[src/rtl/core/bpfa_pkg.sv]
package bpfa_pkg;

    typedef enum logic [1:0] {
        CMD_ALLOC   = 2'd0,
        CMD_FREE    = 2'd1,
        CMD_RELEASE = 2'd2,
        CMD_RESERVE = 2'd3
    } t_cmd;

    localparam logic [1:0] ST_OK    = 2'd0;
    localparam logic [1:0] ST_FULL  = 2'd1;
    localparam logic [1:0] ST_RANGE = 2'd2;

    localparam int WORD_BITS = 64;

    typedef struct packed {
        logic [1:0]  command;
        logic [31:0] address;
        logic [31:0] length;
    } t_req;

    typedef struct packed {
        logic [31:0] frame_addr;
        logic [1:0]  status;
    } t_rsp;

endpackage

[src/rtl/core/bitmap_page_frame_allocator_top.sv]
// Channel  | Signals                    | Handshake
// command  | i_start, i_cmd (t_req)     | accepted when i_start && !o_busy
// result   | o_done, o_rsp (t_rsp)      | one-cycle strobe, no back-pressure
// The result strobe follows acceptance through the front register, the bitmap walk and S_FIN.
// Free and range commands pass S_RD, S_CHK and S_WR for each 64-block bitmap word touched.
// Allocate scans 64-block words from the lowest, passing S_RD and S_CHK for each word read.
// After reset an init pass (S_INIT) writes ones to every bitmap word, marking all blocks used.
// o_busy stays high from acceptance until the result strobe.
module bitmap_page_frame_allocator_top #(
    parameter int NUM_BLOCKS  = 4096,
    parameter int BLOCK_BYTES = 4096
) (
    input  logic           i_clk,
    input  logic           i_rst_n,
    input  logic           i_start,
    input  bpfa_pkg::t_req i_cmd,
    output logic           o_busy,
    output logic           o_done,
    output bpfa_pkg::t_rsp o_rsp
);

    localparam int BW = $clog2(NUM_BLOCKS + 1) + 1;

    logic          f_valid;
    logic [1:0]    f_cmd;
    logic [BW-1:0] f_first;
    logic [BW-1:0] f_stop;
    logic [1:0]    f_status;
    logic          b_busy;
    logic          r_pend;

    always_ff @(posedge i_clk) begin
        if (!i_rst_n) begin
            r_pend <= 1'b0;
        end else if (i_start && !o_busy) begin
            r_pend <= 1'b1;
        end else if (f_valid) begin
            r_pend <= 1'b0;
        end
    end

    assign o_busy = b_busy || r_pend || f_valid;

    bpfa_front #(.NUM_BLOCKS(NUM_BLOCKS), .BLOCK_BYTES(BLOCK_BYTES), .BW(BW)) u_front (
        .i_clk(i_clk), .i_rst_n(i_rst_n),
        .i_valid(i_start && !o_busy), .i_req(i_cmd),
        .o_valid(f_valid), .o_cmd(f_cmd), .o_first(f_first),
        .o_stop(f_stop), .o_status(f_status)
    );

    bpfa_back #(.NUM_BLOCKS(NUM_BLOCKS), .BLOCK_BYTES(BLOCK_BYTES), .BW(BW)) u_back (
        .i_clk(i_clk), .i_rst_n(i_rst_n),
        .i_valid(f_valid), .i_cmd(f_cmd), .i_first(f_first),
        .i_stop(f_stop), .i_status(f_status),
        .o_busy(b_busy), .o_done(o_done), .o_rsp(o_rsp)
    );

endmodule

[src/rtl/core/bpfa_front.sv]
module bpfa_front #(
    parameter int NUM_BLOCKS  = 4096,
    parameter int BLOCK_BYTES = 4096,
    parameter int BW          = $clog2(NUM_BLOCKS + 1) + 1
) (
    input  logic           i_clk,
    input  logic           i_rst_n,
    input  logic           i_valid,
    input  bpfa_pkg::t_req i_req,
    output logic           o_valid,
    output logic [1:0]     o_cmd,
    output logic [BW-1:0]  o_first,
    output logic [BW-1:0]  o_stop,
    output logic [1:0]     o_status
);

    localparam int SH = $clog2(BLOCK_BYTES);

    logic [32:0] first_w;
    logic [33:0] end_w;
    logic [33:0] nb;
    logic [33:0] stop_w;

    assign first_w = {1'b0, i_req.address >> SH};
    assign end_w   = {1'b0, first_w} + {2'b0, i_req.length >> SH};
    assign nb      = 34'(NUM_BLOCKS);
    assign stop_w  = (end_w > nb) ? nb : end_w;

    logic           r_valid;
    logic [1:0]     r_cmd;
    logic [BW-1:0]  r_first;
    logic [BW-1:0]  r_stop;
    logic [1:0]     r_status;

    always_ff @(posedge i_clk) begin
        if (!i_rst_n) begin
            r_valid <= 1'b0;
        end else begin
            r_valid <= i_valid;
        end
        if (i_valid) begin
            r_cmd <= i_req.command;
            case (bpfa_pkg::t_cmd'(i_req.command))
                bpfa_pkg::CMD_ALLOC: begin
                    r_first  <= '0;
                    r_stop   <= '0;
                    r_status <= bpfa_pkg::ST_OK;
                end
                bpfa_pkg::CMD_FREE: begin
                    if ({1'b0, first_w} < nb) begin
                        r_first  <= BW'(first_w);
                        r_stop   <= BW'(first_w) + BW'(1);
                        r_status <= bpfa_pkg::ST_OK;
                    end else begin
                        r_first  <= '0;
                        r_stop   <= '0;
                        r_status <= bpfa_pkg::ST_RANGE;
                    end
                end
                default: begin
                    if ({1'b0, first_w} < stop_w) begin
                        r_first <= BW'(first_w);
                        r_stop  <= BW'(stop_w);
                    end else begin
                        r_first <= '0;
                        r_stop  <= '0;
                    end
                    r_status <= (end_w > {1'b0, first_w} && end_w > nb) ?
                                bpfa_pkg::ST_RANGE : bpfa_pkg::ST_OK;
                end
            endcase
        end
    end

    assign o_valid  = r_valid;
    assign o_cmd    = r_cmd;
    assign o_first  = r_first;
    assign o_stop   = r_stop;
    assign o_status = r_status;

endmodule

[src/rtl/core/bpfa_back.sv]
module bpfa_back #(
    parameter int NUM_BLOCKS  = 4096,
    parameter int BLOCK_BYTES = 4096,
    parameter int BW          = $clog2(NUM_BLOCKS + 1) + 1
) (
    input  logic           i_clk,
    input  logic           i_rst_n,
    input  logic           i_valid,
    input  logic [1:0]     i_cmd,
    input  logic [BW-1:0]  i_first,
    input  logic [BW-1:0]  i_stop,
    input  logic [1:0]     i_status,
    output logic           o_busy,
    output logic           o_done,
    output bpfa_pkg::t_rsp o_rsp
);

    localparam int WB    = bpfa_pkg::WORD_BITS;
    localparam int NW    = (NUM_BLOCKS + WB - 1) / WB;
    localparam int AW    = (NW > 1) ? $clog2(NW) : 1;
    localparam int CW    = $clog2(NW + 1);
    localparam int SH    = $clog2(BLOCK_BYTES);
    localparam int LB    = $clog2(WB);

    typedef enum logic [5:0] {
        S_INIT  = 6'b000001,
        S_IDLE  = 6'b000010,
        S_RD    = 6'b000100,
        S_CHK   = 6'b001000,
        S_WR    = 6'b010000,
        S_FIN   = 6'b100000
    } t_state;

    logic [WB-1:0] mem [NW];
    logic [WB-1:0] r_rdata;

    t_state        r_state;
    logic [CW-1:0] r_waddr;
    logic [1:0]    r_cmd;
    logic [BW-1:0] r_first;
    logic [BW-1:0] r_stop;
    logic [1:0]    r_status;
    logic [31:0]   r_addr;
    logic          r_done;
    logic          r_we;
    logic [WB-1:0] r_wdata;

    logic [WB-1:0] inv;
    logic          found;
    logic [LB-1:0] fbit;
    logic [WB-1:0] msk;
    logic [BW-1:0] wbase;
    logic [BW-1:0] idx;
    logic [WB-1:0] val_valid;

    always_comb begin
        wbase = BW'(r_waddr) << LB;
        for (int b = 0; b < WB; b++) begin
            idx    = wbase + BW'(b);
            msk[b] = (idx >= r_first) && (idx < r_stop);
            val_valid[b] = (idx < BW'(NUM_BLOCKS));
        end
        inv   = ~r_rdata & val_valid;
        found = 1'b0;
        fbit  = '0;
        for (int b = WB - 1; b >= 0; b--) begin
            if (inv[b]) begin
                found = 1'b1;
                fbit  = LB'(b);
            end
        end
    end

    always_ff @(posedge i_clk) begin
        if (r_we) begin
            mem[r_waddr[AW-1:0]] <= r_wdata;
        end
        r_rdata <= mem[r_waddr[AW-1:0]];
    end

    always_ff @(posedge i_clk) begin
        if (!i_rst_n) begin
            r_state <= S_INIT;
            r_waddr <= '0;
            r_done  <= 1'b0;
            r_we    <= 1'b1;
            r_wdata <= '1;
        end else begin
            r_done <= 1'b0;
            r_we   <= 1'b0;
            case (r_state)
                S_INIT: begin
                    r_we    <= 1'b1;
                    if (r_we && r_waddr == CW'(NW - 1)) begin
                        r_we    <= 1'b0;
                        r_waddr <= '0;
                        r_state <= S_IDLE;
                    end else if (r_we) begin
                        r_waddr <= r_waddr + CW'(1);
                    end
                end
                S_IDLE: begin
                    if (i_valid) begin
                        r_cmd    <= i_cmd;
                        r_first  <= i_first;
                        r_stop   <= i_stop;
                        r_status <= i_status;
                        r_addr   <= '0;
                        if (i_cmd != bpfa_pkg::CMD_ALLOC && i_first >= i_stop) begin
                            r_state <= S_FIN;
                        end else begin
                            r_waddr <= (i_cmd == bpfa_pkg::CMD_ALLOC) ? '0 :
                                       CW'(i_first >> LB);
                            r_state <= S_RD;
                        end
                    end
                end
                S_RD: r_state <= S_CHK;
                S_CHK: begin
                    if (r_cmd == bpfa_pkg::CMD_ALLOC) begin
                        if (found) begin
                            r_wdata <= r_rdata | (WB'(1) << fbit);
                            r_we    <= 1'b1;
                            r_addr  <= 32'({wbase + BW'(fbit), {SH{1'b0}}});
                            r_state <= S_FIN;
                        end else if (r_waddr == CW'(NW - 1)) begin
                            r_status <= bpfa_pkg::ST_FULL;
                            r_state  <= S_FIN;
                        end else begin
                            r_waddr <= r_waddr + CW'(1);
                            r_state <= S_RD;
                        end
                    end else begin
                        r_wdata <= (r_cmd == bpfa_pkg::CMD_RESERVE) ?
                                   (r_rdata | msk) : (r_rdata & ~msk);
                        r_we    <= 1'b1;
                        r_state <= S_WR;
                    end
                end
                S_WR: begin
                    if ((wbase + BW'(WB)) >= r_stop) begin
                        r_state <= S_FIN;
                    end else begin
                        r_waddr <= r_waddr + CW'(1);
                        r_state <= S_RD;
                    end
                end
                S_FIN: begin
                    r_done  <= 1'b1;
                    r_state <= S_IDLE;
                end
                default: r_state <= S_IDLE;
            endcase
        end
    end

    assign o_busy = (r_state != S_IDLE);
    assign o_done = r_done;
    assign o_rsp  = '{frame_addr: r_addr, status: r_status};

endmodule

[config.mk]
export PLATFORM = sky130hd
export DESIGN_NAME = bitmap_page_frame_allocator_top
export DESIGN_NICKNAME = d
export VERILOG_FILES = /design/src/rtl/core/bpfa_pkg.sv /design/src/rtl/core/bitmap_page_frame_allocator_top.sv /design/src/rtl/core/bpfa_front.sv /design/src/rtl/core/bpfa_back.sv
export SDC_FILE = /design/constraint.sdc
export NUM_CORES = 2
export LEC_CHECK = 0
export ABC_AREA = 1
export BUFFER_PORTS_ARGS = -buffer_cell sky130_fd_sc_hd__buf_4
export CORE_AREA = 3 3 549 551
export DETAILED_ROUTE_END_ITERATION = 8
export DIE_AREA = 0 0 552 554
export PLACE_DENSITY = 0.72
export REMOVE_ABC_BUFFERS = 1
export SLEW_MARGIN = 10
export SYNTH_ARGS = -nofsm -noshare
export SYNTH_HDL_FRONTEND = slang
export SYNTH_SLANG_ARGS = --single-unit
[constraint.sdc]
create_clock -name i_clk -period 18.97 [get_ports i_clk]
set_input_delay 2.8455 -clock i_clk [delete_from_list [all_inputs] [get_ports i_clk]]
set_output_delay 2.8455 -clock i_clk [all_outputs]
set_load 0.02 [all_outputs]
==> results.yml <==
sta:
  tns_ns: 0
  relSlewSlack: 0.07737
  finalCritPeriodShare: 0.4602
  skew_ns: 0.07485
  tightest_slew_ns: 1.384
  hold_violations: 0
  slew_viol_final: 0
  setup_viol: 0
  fin_crit_ns: 8.731
  fmax_ghz: 0.1145
  rsz0062_at_grt: "no"
floorplanning:
  initial_core_util: 0.5498
  die_h_um: 554
  die_width_um: 552
  core_area_um2: 296800
  die_area_um2: 305800
  std_cell_rows: 200
  io_pins: 105
power_and_ir_drop:
  power_frac_seq: 0.492
  leakagePower_nw: 66.60
  peakVddDrop_mv: 0.1058
  comb_power_share: 0.152
  p_clk_frac: 0.356
  swShare: 0.2813
  p_sw_mw: 6.219
  internal_power_mw: 15.89
  power_density_nw_per_um2: 121.2
routing:
  wl_mm: 525.7
  wl_per_cell_um: 34.76
  ant_nets: 0
  num_vias: 103700
  vias_per_cell: 6.854
  drt_iter0_drc: 18060
  dr.pass1.iters: 9
  drc: 0
critical_path:
  reg2reg_from: "u_back.r_waddr[3]"
  start_kind: "input port"
  r2r_end: "u_back.mem[43][10]"
  cp.required_ns: 19.72
  crit_arrival_ns: 9.48
  r2r_slack_ns: 12.89
  rr_worst_depth: 7
  critPathMaxStageDelay_ns: 0.70
  worst_setup_path_end_kind: "flop"
  criticalPathCategory: "input port to flop"
  worstPathMaxFanout: 15
  slowest_stage: "nor4_4"
  critical_path.most_common_cell: "a21oi_1"
  critPathLaunch: "i_cmd[44]"
synthesis:
  synth-seq-cells: 4317
  ys.flop_type: "edfxtp_1"
  yosys_warnings: 0
  yosysTopAreaCellShare: 0.7677
  synth.distinct_cells: 64
  synth_area_leaders: "edfxtp_1, nand2_1, a22oi_1"
  syn_area_um2: 163200
  postSynthAreaPerCell_um2: 15.35
  yosysTopAreaCell: "edfxtp_1"
  synth_common_cells: "edfxtp_1, nand2_1, a22oi_1"
  async_flop_share: 0
  syn_inst: 10630
  synth_edf_count: 4172
  synth_most_common_cell: "edfxtp_1"
  yosysSeqAreaShare: 0.7855
placement:
  port_buffers: 61
  placed_cell_area_um2: 169500
  dpl.cell_count: 14370
  place_congestion: 0.9650
  hpwlAfterDp_mm: 275.6
clock_tree:
  clockBufferDepth: 4
  clk_pin_slew_worst_paths_ns: 0.06
  cts_tree: "yes"
  clock_sinks: 4317
  insertion_delay_ns: 0.98
  hold_buffers: 0
  htree_levels: 5
  cts_root_buf: "clkbuf_16"
  cts_resized: 0
  cts_setup_buffers: 0
  cts_buffers: 408
global_route:
  antenna_found_initial: 13
  groute.usage.overall: 0.3357
  grt_max_degree: 127
  grt_overflow: 0
  grt_pass1_vias: 99560
  grt_pass1_wl_mm: 732.4
min_path:
  hold_path.class: "flop to flop"
  hold-path-endpoint: "u_back.r_stop[13]"
  hold_path_startpoint: "u_front.o_stop[13]"
  hold_depth: 0
layout:
  drive_gt1_frac: 0.1010
  finalNonFillerCells: 15120
  fin_nets: 11010
  fill_cells: 21010
  stdcell_area_um2: 182400
  syn_to_final_growth_pct: 11.76
job:
  drv_cap: 0
run_status:
  status: "finished, final reports clean"
## layout by cell type (no fill, tap or decap), types with 323 or more instances in the layout
cell type / count
a21oi_1: 323
a221oi_1: 499
a22o_1: 485
a22oi_1: 629
buf_4: 371
clkbuf_16: 414
edfxtp_1: 4172
inv_1: 329
nand2_1: 1814
nand4_1: 484
nor2_1: 370
## worst max-delay path: cells and delay by family
family | cells | cell delay (ns)
adders and majority gates | 3 | 0.98
xor gates and xnor gates | 1 | 0.14
and+or+nand+nor | 7 | 1.70
buffers and inverters | 5 | 0.42
AOI/OAI and AO/OA | 20 | 3.39
## per-layer routing
metal | GRT usage | vias to the layer above | wire length [µm] | part of all wire
li1 | - | 41970 | - | -
met1 | 0.4444 | 51500 | 180700 | 0.34
met2 | 0.5186 | 8495 | 238700 | 0.45
met3 | 0.07966 | 1684 | 73090 | 0.14
met4 | 0.1815 | 10 | 33110 | 0.063
met5 | 0 | - | 103 | 0.00020
## cell families (layout without fill, tap and decap cells)
logic type,after synthesis,after routing,share of synthesized area
buffers and inverters,950,1471,0.02242
AO/OA/AOI/OAI,2264,2264,0.1046
other,2,36,0.00004602
AND/OR/NAND/NOR,2978,2978,0.07870
flip-flops,4317,4317,0.7855
XOR/XNOR,19,19,0.001020
adder cells (fa/ha/maj),100,100,0.007714
## power by group through the flow
stage | logic (mW) | clock network [mW] | registers, mW
after floorplan | 2.28 | 0 | 11.0
after global placement | 3.22 | 0 | 11.1
after detailed placement | 3.24 | 0 | 11.1
after CTS | 3.26 | 7.90 | 10.9
after global routing | 3.47 | 8.27 | 10.9
final | 3.35 | 7.87 | 10.9
## worst max path at each step
stage                                    end  slack (ns)
after floorplan            u_back.mem[11][0]      -16.16
after global placement    u_front.o_stop[11]        9.08
after detailed placement   u_front.o_stop[8]        9.39
after CTS                  u_front.o_stop[8]       10.35
after global routing      u_front.o_stop[11]        9.59
final                      u_front.o_stop[8]       10.24
## area by class of cell
class	instances	area [µm²]	area share
antenna	9	22.52	0.0001235
multi-input combinational	5388	32040	0.1757
sequential	4317	128200	0.7031
timing repair buffer	384	3053	0.01674
clock buffer	504	10770	0.05904
inverter	343	1294	0.007094
tap	3939	4928	0.02702
clock inverter	240	2049	0.01124
## state kept, by name, indices dropped and copies added, names as in the netlist, 6 cells and up
register	cells
u_back.r_first	14
u_front.o_stop	14
u_front.o_first	14
u_back.r_state	6
u_back.r_waddr	7
u_back.mem	4096
u_back.r_rdata	64
u_back.r_wdata	64
u_back.r_addr	13
u_back.r_stop	14
## metrics by stage
step	worst slack (ns)	utilization	power [mW]	hold WS, ns
2_1_floorplan	-16.16	-	13.26	0.4174
3_3_place_gp	9.080	0.5711	14.27	0.4385
3_5_place_dp	9.392	0.5711	14.30	0.4455
4_1_cts	10.35	0.6143	22.03	0.4629
5_1_grt	9.591	0.6144	22.63	0.4687
6_report	10.24	0.6145	22.11	0.4613
(Power assumes the default switching activity.)
